File: src/pcg8br_pkg.sv
`timescale 1ns / 1ps
// ----------------------------------------------------------------------------
// pcg8br_pkg: shared types and functions for the 8-bit PCG bounded generator
// LCG constants, RXS-M-XS permutation, controller states and command/status.
// ----------------------------------------------------------------------------
package pcg8br_pkg;

  localparam logic [7:0] LCG_MULT = 8'd141;
  localparam logic [7:0] RXS_XMUL = 8'd217;
  localparam logic [1:0] RXS_SH_BASE = 2'd2;
  localparam int unsigned RXS_OUT_SH = 6;

  localparam logic OP_DRAW   = 1'b0;
  localparam logic OP_RESEED = 1'b1;

  typedef enum logic [2:0] {
    ST_IDLE,
    ST_RESEED,
    ST_THR,
    ST_TRY,
    ST_MOD,
    ST_DONE
  } state_t;

  typedef struct packed {
    logic load_draw;    // latch bound, start threshold remainder
    logic load_seed;    // first half of reseed
    logic reseed_step;  // final LCG step of reseed
    logic div_step;     // one remainder bit
    logic thr_save;     // keep remainder as rejection threshold
    logic try_step;     // permute + step LCG
    logic out_load;     // move remainder to result register
  } cmd_t;

  typedef struct packed {
    logic div_last;
    logic raw_ok;
    logic try_last;
  } status_t;

  // state * 141 + inc, mod 256
  function automatic logic [7:0] lcg_next(input logic [7:0] s, input logic [7:0] inc);
    logic [15:0] p;
    p = 16'(s) * 16'(LCG_MULT);
    return p[7:0] + inc;
  endfunction

  // RXS-M-XS output permutation
  function automatic logic [7:0] rxs_m_xs(input logic [7:0] s);
    logic [2:0]  sh;
    logic [7:0]  x;
    logic [15:0] p;
    logic [7:0]  w;
    sh = 3'(s[7:6]) + 3'(RXS_SH_BASE);
    x  = (s >> sh) ^ s;
    p  = 16'(x) * 16'(RXS_XMUL);
    w  = p[7:0];
    return (w >> RXS_OUT_SH) ^ w;
  endfunction

endpackage

File: src/pcg8_bounded_random.sv
`timescale 1ns / 1ps
// ----------------------------------------------------------------------------
// pcg8_bounded_random: 8-bit PCG (RXS-M-XS) with unbiased bounded draws
// Reseed request: load the seed, then one LCG step; gives no result. Draw request:
// accept, threshold remainder one bit per step, rejection tries (usually one), final
// remainder, then load of the result register once it is free.
// The bit-serial remainder unit is used twice per draw.
// Synchronous reset: LCG state and increment cleared, controller idle.
// ----------------------------------------------------------------------------
module pcg8_bounded_random import pcg8br_pkg::*; (
  input  logic       clk,
  input  logic       rst,
  input  logic       item_valid,
  output logic       item_stall,
  input  logic       op,
  input  logic [7:0] bound,
  input  logic [7:0] seed_state,
  input  logic [7:0] seed_sequence,
  output logic       result_valid,
  input  logic       result_stall,
  output logic [7:0] value
);

  // controller <-> datapath
  cmd_t    cmd;
  status_t status;

  // Sequencer: one request in flight; a finished result sits in the
  // result register while the next request is taken.
  pcg8br_ctrl u_ctrl (
    .clk          (clk),
    .rst          (rst),
    .item_valid   (item_valid),
    .item_stall   (item_stall),
    .op           (op),
    .result_valid (result_valid),
    .result_stall (result_stall),
    .status       (status),
    .cmd          (cmd)
  );

  // Datapath: LCG, permutation, shared remainder unit, result register.
  // Bound 0 is held as 256, so the threshold is 0 and the raw value passes.
  pcg8br_dp u_dp (
    .clk           (clk),
    .rst           (rst),
    .cmd           (cmd),
    .status        (status),
    .bound         (bound),
    .seed_state    (seed_state),
    .seed_sequence (seed_sequence),
    .value         (value)
  );

  // A pending result is never overwritten.
  a_no_overwrite: assert property (@(posedge clk) disable iff (rst)
    cmd.out_load |-> !(result_valid && result_stall))
    else $error("result register overwritten while stalled");

  // A result appears only from a result load.
  a_valid_source: assert property (@(posedge clk) disable iff (rst)
    $rose(result_valid) |-> $past(cmd.out_load))
    else $error("result valid without result load");

  // While requests are taken, no work step is active.
  a_idle_quiet: assert property (@(posedge clk) disable iff (rst)
    !item_stall |-> !(cmd.div_step || cmd.try_step || cmd.reseed_step))
    else $error("work step while accepting requests");

endmodule

File: src/pcg8br_dp.sv
`timescale 1ns / 1ps
// ----------------------------------------------------------------------------
// pcg8br_dp: datapath of the bounded generator
// LCG state, increment, bit-serial remainder unit, try counter, result reg.
// ----------------------------------------------------------------------------
module pcg8br_dp import pcg8br_pkg::*; (
  input  logic       clk,
  input  logic       rst,
  input  cmd_t       cmd,
  output status_t    status,
  input  logic [7:0] bound,
  input  logic [7:0] seed_state,
  input  logic [7:0] seed_sequence,
  output logic [7:0] value
);

  logic [7:0] lcg_state;
  logic [7:0] increment;
  logic [8:0] bound_b;     // 1..256
  logic [7:0] thr;
  logic [7:0] div_rem;
  logic [7:0] div_dvd;
  logic [2:0] bit_cnt;
  logic [7:0] try_cnt;

  logic [8:0] rem_sh;
  logic [7:0] div_rem_next;
  logic [7:0] raw;
  logic [7:0] seed_inc;

  assign seed_inc = {seed_sequence[6:0], 1'b1};
  assign raw      = rxs_m_xs(lcg_state);

  // restoring remainder, one dividend bit per step
  always_comb begin
    rem_sh = {div_rem, div_dvd[7]};
    if (rem_sh >= bound_b) begin
      div_rem_next = 8'(rem_sh - bound_b);
    end else begin
      div_rem_next = rem_sh[7:0];
    end
  end

  assign status.div_last = (bit_cnt == 3'd7);
  assign status.raw_ok   = (raw >= thr);
  assign status.try_last = (try_cnt == 8'hFF);

  always_ff @(posedge clk) begin
    if (rst) begin
      lcg_state <= 8'd0;
      increment <= 8'd0;
    end else begin
      if (cmd.load_seed) begin
        increment <= seed_inc;
        lcg_state <= seed_inc + seed_state;
      end
      if (cmd.reseed_step || cmd.try_step) begin
        lcg_state <= lcg_next(lcg_state, increment);
      end
    end
  end

  always_ff @(posedge clk) begin
    if (cmd.load_draw) begin
      bound_b <= {(bound == 8'd0), bound};
      div_dvd <= (~bound) + 8'd1;   // (256 - b) mod 256
      div_rem <= 8'd0;
      bit_cnt <= 3'd0;
    end
    if (cmd.div_step) begin
      div_rem <= div_rem_next;
      div_dvd <= {div_dvd[6:0], 1'b0};
      bit_cnt <= bit_cnt + 3'd1;
    end
    if (cmd.thr_save) begin
      thr     <= div_rem_next;
      try_cnt <= 8'd0;
    end
    if (cmd.try_step) begin
      try_cnt <= try_cnt + 8'd1;
      if (status.raw_ok || status.try_last) begin
        div_dvd <= raw;
        div_rem <= 8'd0;
        bit_cnt <= 3'd0;
      end
    end
    if (cmd.out_load) begin
      value <= div_rem;
    end
  end

endmodule

File: src/pcg8br_ctrl.sv
`timescale 1ns / 1ps
// ----------------------------------------------------------------------------
// pcg8br_ctrl: sequencer of the bounded generator
// Steps reseed, threshold remainder, rejection tries, final remainder, result load.
// ----------------------------------------------------------------------------
module pcg8br_ctrl import pcg8br_pkg::*; (
  input  logic    clk,
  input  logic    rst,
  input  logic    item_valid,
  output logic    item_stall,
  input  logic    op,
  output logic    result_valid,
  input  logic    result_stall,
  input  status_t status,
  output cmd_t    cmd
);

  state_t state;
  state_t state_next;
  logic   result_valid_next;

  always_ff @(posedge clk) begin
    if (rst) begin
      state        <= ST_IDLE;
      result_valid <= 1'b0;
    end else begin
      state        <= state_next;
      result_valid <= result_valid_next;
    end
  end

  always_comb begin
    state_next = state;
    cmd        = '0;
    item_stall = (state != ST_IDLE);
    case (state)
      ST_IDLE: begin
        if (item_valid) begin
          if (op == OP_RESEED) begin
            cmd.load_seed = 1'b1;
            state_next    = ST_RESEED;
          end else begin
            cmd.load_draw = 1'b1;
            state_next    = ST_THR;
          end
        end
      end
      ST_RESEED: begin
        cmd.reseed_step = 1'b1;
        state_next      = ST_IDLE;
      end
      ST_THR: begin
        cmd.div_step = 1'b1;
        if (status.div_last) begin
          cmd.thr_save = 1'b1;
          state_next   = ST_TRY;
        end
      end
      ST_TRY: begin
        cmd.try_step = 1'b1;
        if (status.raw_ok || status.try_last) begin
          state_next = ST_MOD;
        end
      end
      ST_MOD: begin
        cmd.div_step = 1'b1;
        if (status.div_last) begin
          state_next = ST_DONE;
        end
      end
      ST_DONE: begin
        if (!result_valid || !result_stall) begin
          cmd.out_load = 1'b1;
          state_next   = ST_IDLE;
        end
      end
      default: begin
        state_next = ST_IDLE;
      end
    endcase
    result_valid_next = cmd.out_load | (result_valid & result_stall);
  end

endmodule

File: config.mk
export PLATFORM = sky130hd
export DESIGN_NAME = pcg8_bounded_random
export DESIGN_NICKNAME = d
export VERILOG_FILES = /design/src/pcg8br_pkg.sv /design/src/pcg8_bounded_random.sv /design/src/pcg8br_dp.sv /design/src/pcg8br_ctrl.sv
export SDC_FILE = /design/constraint.sdc
export NUM_CORES = 1
export LEC_CHECK = 0
export ABC_AREA = 1
export BUFFER_PORTS_ARGS = -buffer_cell sky130_fd_sc_hd__buf_2
export CAP_MARGIN = 15
export CORE_MARGIN = 4
export CORE_UTILIZATION = 45
export DETAILED_ROUTE_END_ITERATION = 16
export PLACE_DENSITY = 0.65
export SKIP_CTS_REPAIR_TIMING = 1
export SLEW_MARGIN = 25
export SYNTH_ARGS = -nofsm -noshare
export SYNTH_HDL_FRONTEND = slang
export SYNTH_SLANG_ARGS = --single-unit
File: constraint.sdc
create_clock -name clk -period 6.4 [get_ports clk]
set_clock_uncertainty 0.1 [all_clocks]
set_input_delay 1.28 -clock clk [delete_from_list [all_inputs] [get_ports clk]]
set_output_delay 1.28 -clock clk [all_outputs]
set_load 0.05 [all_outputs]
==> results of run 1 <==
## where the power goes
group | leakage [nW] | switching [mW] | total [mW] | internal (mW)
sequential | 0.626 | 0.107 | 0.714 | 0.607
combinational | 2.10 | 1.41 | 2.36 | 0.947
clock | 0.132 | 0.191 | 0.451 | 0.260
## sequential cells by signal, summed over array words and instances (netlist names)
signal and cells:
u_ctrl.state 3, u_dp.bound_b 9, u_dp.increment 8, u_dp.div_rem 8, u_dp.lcg_state 8, u_dp.bit_cnt 3
u_dp.value 8, u_dp.div_dvd 8, u_ctrl.result_valid 1, u_dp.thr 8, u_dp.try_cnt 8
## final cells by class
| cell class | instances | area share, % |
|---|---|---|
| clock buffers | 10 | 3.90 |
| clock inverters | 6 | 0.618 |
| inverters | 115 | 7.36 |
| multi-input cells | 452 | 51.2 |
| flip-flops and latches | 72 | 30.2 |
| well taps | 143 | 3.05 |
| repair buffers | 41 | 3.67 |
## metrics by stage
| step | instance area [um2] | instances | worst slack [ns] | hold WS [ns] |
|---|---|---|---|---|
| global placement | 5600 | 823 | 0.724 | 0.359 |
| detailed placement | 5600 | 823 | 0.614 | 0.375 |
| global route | 5870 | 839 | 0.0552 | 0.425 |
| finish | 5870 | 839 | 0.664 | 0.392 |
| CTS | 5870 | 839 | 0.619 | 0.394 |
| floorplan | 5280 | 651 | 1.33 | 0.337 |
## worst max-delay path, cell delays in order, from the launching register on
cell      delay, ns
dfxtp_1        0.56
nand2_1        0.12
and2_1         0.17
o21ai_0        0.19
xor2_1         0.21
ha_1           0.26
ha_1           0.30
fa_1           0.47
ha_1           0.33
fa_1           0.49
xor2_1         0.21
inv_1          0.06
nand2_1        0.08
nand4_1        0.12
nand2_1        0.08
nand2_1        0.05
nand2_1        0.10
inv_1          0.05
ha_1           0.28
a21oi_1        0.14
o21ai_0        0.08
nand2_1        0.06
nand4_1        0.11
nand2_1        0.25
clkinv_1       0.33
buf_4          0.28
a211oi_1       0.18
## logic make-up (layout without fill, tap and decap cells)
kind of cell / after synthesis / after routing / synth area share, %
AOI/OAI and AO/OA: 102 / 102 / 12.1
xor gates and xnor gates: 31 / 31 / 5.14
adders and majority gates: 73 / 73 / 19.1
buffers and inverters: 127 / 172 / 9.59
DFF: 72 / 72 / 33.5
and+or+nand+nor: 246 / 246 / 20.5
## routing by layer
metal	wire length (um)	share of wire, %	track usage (%)	vias up
met5	0	0	0	-
met4	284	2.5	7.73	0
met3	427	3.8	3.58	23
met2	5460	48	30.1	75
met1	5090	45	23.1	1962
li1	-	-	-	2210
## placed cells by master, fill, tap and decap left out, types with 2 or more instances in the layout
cell	count
nand3_1	35
nor2_2	2
nor3_1	6
a221oi_1	2
a21oi_4	2
nand2_2	5
nand4_1	6
fa_1	13
or2_2	3
dfxtp_1	39
o21ai_1	3
nor2_4	3
and2_1	2
inv_2	8
clkbuf_16	9
xnor2_1	16
o221ai_1	4
a31oi_1	5
o211ai_1	2
a22oi_1	2
o22ai_1	4
inv_1	106
nand2_1	130
o21a_1	4
nand2_4	2
ha_1	60
nor2_1	47
nand3b_1	2
edfxtp_1	33
xor2_1	15
o21ai_0	31
buf_2	37
buf_4	4
a21oi_1	33
clkinv_2	4
a21oi_2	6
## synth_stat cells
cell      instances
nand2_1         130
inv_1           106
ha_1             60
nor2_1           47
dfxtp_1          39
nand3_1          35
a21oi_1          33
edfxtp_1         33
o21ai_0          32
xnor2_1          16
xor2_1           15
fa_1             13
inv_2             8
a21oi_2           6
nand4_1           6
nor3_1            6
a31oi_1           5
buf_2             5
nand2_2           5
clkbuf_1          4
o21a_1            4
o221ai_1          4
o22ai_1           4
nor2_4            3
or2_2             3
a21oi_4           2
a221oi_1          2
a22oi_1           2
and2_1            2
buf_4             2
nand2_4           2
nand3b_1          2
nor2_2            2
o211ai_1          2
o21ai_1           2
a211oi_1          1
a211oi_4          1
buf_12            1
clkinv_1          1
nor3_4            1
nor3b_1           1
o211ai_2          1
o21ai_2           1
or2_0             1
## path summary, 6_finish.rpt
kind / slack [ns] / from / to
worst max-delay path: 0.66 / u_dp.lcg_state[6]$_SDFFE_PP0P_ / u_dp.bit_cnt[0]$_DFF_P_
worst min-delay path: 0.39 / u_dp.bit_cnt[0]$_DFF_P_ / u_dp.bit_cnt[0]$_DFF_P_
worst max register to register: 0.66 / u_dp.lcg_state[6]$_SDFFE_PP0P_ / u_dp.bit_cnt[0]$_DFF_P_
worst min register to register: 0.39 / u_dp.bit_cnt[0]$_DFF_P_ / u_dp.bit_cnt[0]$_DFF_P_
==> out/metrics.yaml, run 1 <==
cts_buffers: 9
initial_core_util_pct: 46.1
avgSynthCellArea_um2: 8.11
drt_iter0_drc: 244
peakVddDrop_v: 0.000320
synthToLayoutAreaGrowth_pct: 11.1
final-setup-viol-count: 0
ys_types: 44
arrival_ns: 5.88
finalNetCount: 793
synth_nets: 753
yosys.area.top_type: "edfxtp_1"
insertedDiodeCount: 0
die_area_um2: 13500
seq_area_frac_synth_pct: 33.5
chipHeight_um: 116
grt_overflow: 0
holdCritPathClass: "reg -> reg"
seqCellArea_um2: 1770
total_power_mw: 3.52
num_rows: 39
drive_above_1_share_pct: 13.1
grt_pass1_wl_um: 19500
netlist_area_um2: 5280
drc: 0
cp.required_ns: 6.55
routedWlPerCell_um: 13.4
slew-limit-headroom_pct: 53.3
rsz0062_at_grt: "false"
maxCapViolCount: 0
fmax_mhz: 174
ys_seq_elements: 72
reg2regPathDepth: 26
synth_area_leaders: "edfxtp_1, dfxtp_1, ha_1, nand2_1, inv_1"
grt_pass1_vias: 4304
clockBufferDepth: 2
dp_hpwl_um: 8890
via_count: 4270
wl_um: 11300
viasPerCell: 5.09
worst_pin_slew_ns: 0.695
final_util_pct: 51.2
synth_top_area_share_pct: 18.8
grt_max_degree: 18
multi_input_area_um2: 3000
crit_type: "reg -> reg"
finalHoldViolCount: 0
die_width_um: 116
final.min_clock_period_ns: 5.74
antenna_found_initial: 0
numPortBuffers: 37
ys_warn_count: 0
path_max_fanout: 11
clock-root-buffer: "clkbuf_16"
firstDrtPassIters: 4
fillers: 1116
cts_tree: "yes"
timing.final.crit_share_pct: 89.6
core-area_um2: 11500
outcome: "completed"
num_io_pins: 39
finalSetupTns_ns: 0
track_usage_pct: 18.2
p_leak_nw: 2.85
worstSetupEndpointType: "register"
holdPathStages: 1
drv_slew: 0
insertion_delay_ns: 0.34
power.density_nw_per_um2: 601
gp_congestion: 0.860
cp-start-kind: "register"
ant_nets: 0
clock-sinks: 72
h-tree-depth: 3
syn_inst: 651
clk_pin_slew_ns: 0.06
(Power assumes the default switching activity.)
==> run 2, diff against run 1 <==
--- a/config.mk
+++ b/config.mk
@@ -8,7 +8,7 @@
 export ABC_AREA = 1
 export BUFFER_PORTS_ARGS = -buffer_cell sky130_fd_sc_hd__buf_2
 export CAP_MARGIN = 15
-export CORE_MARGIN = 4
+export CORE_MARGIN = 5
 export CORE_UTILIZATION = 45
 export DETAILED_ROUTE_END_ITERATION = 16
 export PLACE_DENSITY = 0.65
==> run 2 against run 1 <==
Compared with the run above: critical path depth is the same; die area grew 3.5%; largest cell class unchanged; highest routed layer unchanged; first-iteration DRC count shrank 18%; clock-buffer cell count grew 1; final cell count is the same; worst setup slack lost 0.012 ns; register-to-register slack is essentially flat; power grew 1.7%; global-route usage shrank 2.1 points.
==> out/metrics.yaml, run 2 (same netlist as run 1, synthesis figures left out) <==
outcome: "completed"
use_met3_pct: 3.92  # +0.34 points
num_rows: 39  # unchanged
via_count: 4235  # -0.82%
grt_pass1_vias: 4146  # -3.7%
clockBufferDepth: 2  # unchanged
fin_cells: 839  # unchanged
viasPerCell: 5.05  # -0.82%
insertedDiodeCount: 0  # unchanged
core-area_um2: 11500  # unchanged
arrival_ns: 5.89  # about the same
fmax_mhz: 174  # -0.21%
synthToLayoutAreaGrowth_pct: 12.0
maxCapViolCount: 0  # unchanged
fillers: 1077  # -3.5%
ant_nets: 0  # unchanged
track_usage_pct: 16.0  # -2.1 points
power_frac_seq_pct: 19.9  # -0.3 points
numPortBuffers: 37  # unchanged
insertion_delay_ns: 0.33  # about the same
clkPwrFrac_pct: 14.4  # +1.6 points
clock-root-buffer: "clkbuf_16"
power.density_nw_per_um2: 606  # +0.84%
cp.required_ns: 6.54  # about the same
holdCritPathClass: "reg -> reg"
finalNetCount: 793  # unchanged
final_common_cell: "nand2_1"
wl_um: 11000  # -2.7%
gp_congestion: 0.852  # -0.98%
grt_pass1_wl_um: 18600  # -4.5%
worst_hold_slack_ns: 0.376  # -0.0154 ns
largest_reg_flops: 9  # unchanged
power.net_switching_mw: 1.70  # -0.75%
peakVddDrop_v: 0.000287  # -10%
p_leak_nw: 2.88  # +0.86%
final.min_clock_period_ns: 5.75  # +0.0118 ns
dp_hpwl_um: 8810  # -0.93%
dp.cells: 823  # unchanged
h-tree-depth: 3  # unchanged
final-setup-viol-count: 0  # unchanged
chipHeight_um: 118  # +1.7%
timing.final.crit_share_pct: 89.8  # +0.18 points
drv_slew: 0  # unchanged
firstDrtPassIters: 4  # unchanged
drt_iter0_drc: 201  # -18%
cts_buffers: 9  # unchanged
antenna_found_initial: 0  # unchanged
p_comb_share_pct: 65.7  # -1.3 points
slew-limit-headroom_pct: 51.4  # -2.0 points
grt_use_met1_pct: 19.5  # -3.5 points
crit_path_top_delay_cell: "dfxtp_1"
worstSetupEndpointType: "register"
cp-start-kind: "register"
final_cell_mix: "nand2_1, inv_1, ha_1"
path_buf_inv: 4  # unchanged
rsz0062_at_grt: "false"
num_io_pins: 39  # unchanged
switching_share_pct: 47.4  # -1.2 points
path_max_fanout: 11  # unchanged
cpPeakStageDelay_ns: 0.58  # +0.02 ns
largest-register: "u_dp.bound_b"
crit_type: "reg -> reg"
grtUsageMet2_pct: 27.9  # -2.2 points
die_width_um: 118  # +1.7%
drc: 0  # unchanged
cts_tree: "yes"
routedWlPerCell_um: 13.1  # -2.7%
clock-sinks: 72  # unchanged
clk_pin_slew_ns: 0.06  # about the same
p_int_mw: 1.89  # +4.0%
initial_core_util_pct: 46.1  # unchanged
die_area_um2: 14000  # +3.5%
crit_top_cell: "nand2_1"
crit_family: "adder cells"
finalHoldViolCount: 0  # unchanged
grt_max_degree: 18  # unchanged
finalSetupTns_ns: 0  # unchanged
top_usage_layer: "met2"
drive_above_1_share_pct: 13.2  # +0.14 points
worst_pin_slew_ns: 0.725  # +0.0295 ns
grt_overflow: 0  # unchanged
[run 2: cell count changes in the layout (fill, tap and decap cells not counted), sizes merged]
cell / change
bufinv: +1
clkbuf: +1
clkinv: -2
[run 2: power groups by stage]
stage,Sequential [mW],Clock [mW],Combinational [mW]
final,0.714,0.517,2.35
after global placement,0.721,0,2.29
after global routing,0.731,0.548,2.72
after CTS,0.715,0.527,2.39
after detailed placement,0.724,0,2.37
after floorplan,0.684,0,1.88
[run 2: worst paths after layout]
check	startpoint	to	slack, ns	cells past startpoint
worst min-delay path	u_dp.bit_cnt[0]$_DFF_P_	u_dp.bit_cnt[0]$_DFF_P_	0.38	1
worst max-delay path	u_dp.lcg_state[6]$_SDFFE_PP0P_	u_dp.bit_cnt[0]$_DFF_P_	0.65	26
worst max register to register	u_dp.lcg_state[6]$_SDFFE_PP0P_	u_dp.bit_cnt[0]$_DFF_P_	0.65	26
worst min register to register	u_dp.bit_cnt[0]$_DFF_P_	u_dp.bit_cnt[0]$_DFF_P_	0.38	1
[run 2: cell type report]
class,instances,area [um2],share of cell area [%]
inverters,115,432,7.29
flip-flops and latches,72,1770,29.9
repair buffers,41,215,3.64
clock buffers,11,264,4.46
clock inverters,5,52.6,0.888
well taps,143,179,3.02
multi-input cells,452,3000,50.8
[run 2: metrics by stage]
step / instance area (um2) / util (%) / worst slack [ns] / total power [mW]
after floorplan: 5280 / - / 1.33 / 2.56
after global placement: 5600 / 48.8 / 0.771 / 3.01
after detailed placement: 5600 / 48.8 / 0.641 / 3.09
after CTS: 5920 / 51.6 / 0.609 / 3.63
after global routing: 5920 / 51.6 / 0.212 / 4.00
final: 5920 / 51.6 / 0.652 / 3.59
[run 2: worst reg2reg max path: stages (launching register included)]
cell and delay [ns]:
dfxtp_1 0.58, nand2_1 0.12, and2_1 0.17, o21ai_0 0.19, xor2_1 0.22, ha_1 0.27, ha_1 0.29, fa_1 0.46
ha_1 0.33, fa_1 0.49, xor2_1 0.21, inv_1 0.06, nand2_1 0.08, nand4_1 0.11, nand2_1 0.07, nand2_1 0.04
nand2_1 0.09, inv_1 0.06, ha_1 0.29, a21oi_1 0.14, o21ai_0 0.09, nand2_1 0.07, nand4_1 0.12, nand2_1 0.26
clkinv_1 0.32, buf_4 0.28, a211oi_1 0.16
[run 2: metal layers]
layer  vias up  share of wire, %
met2        48                50
li1       2217                 -
met1      1959                46
met3        11               2.6
met4         0               1.4
met5         -                 0
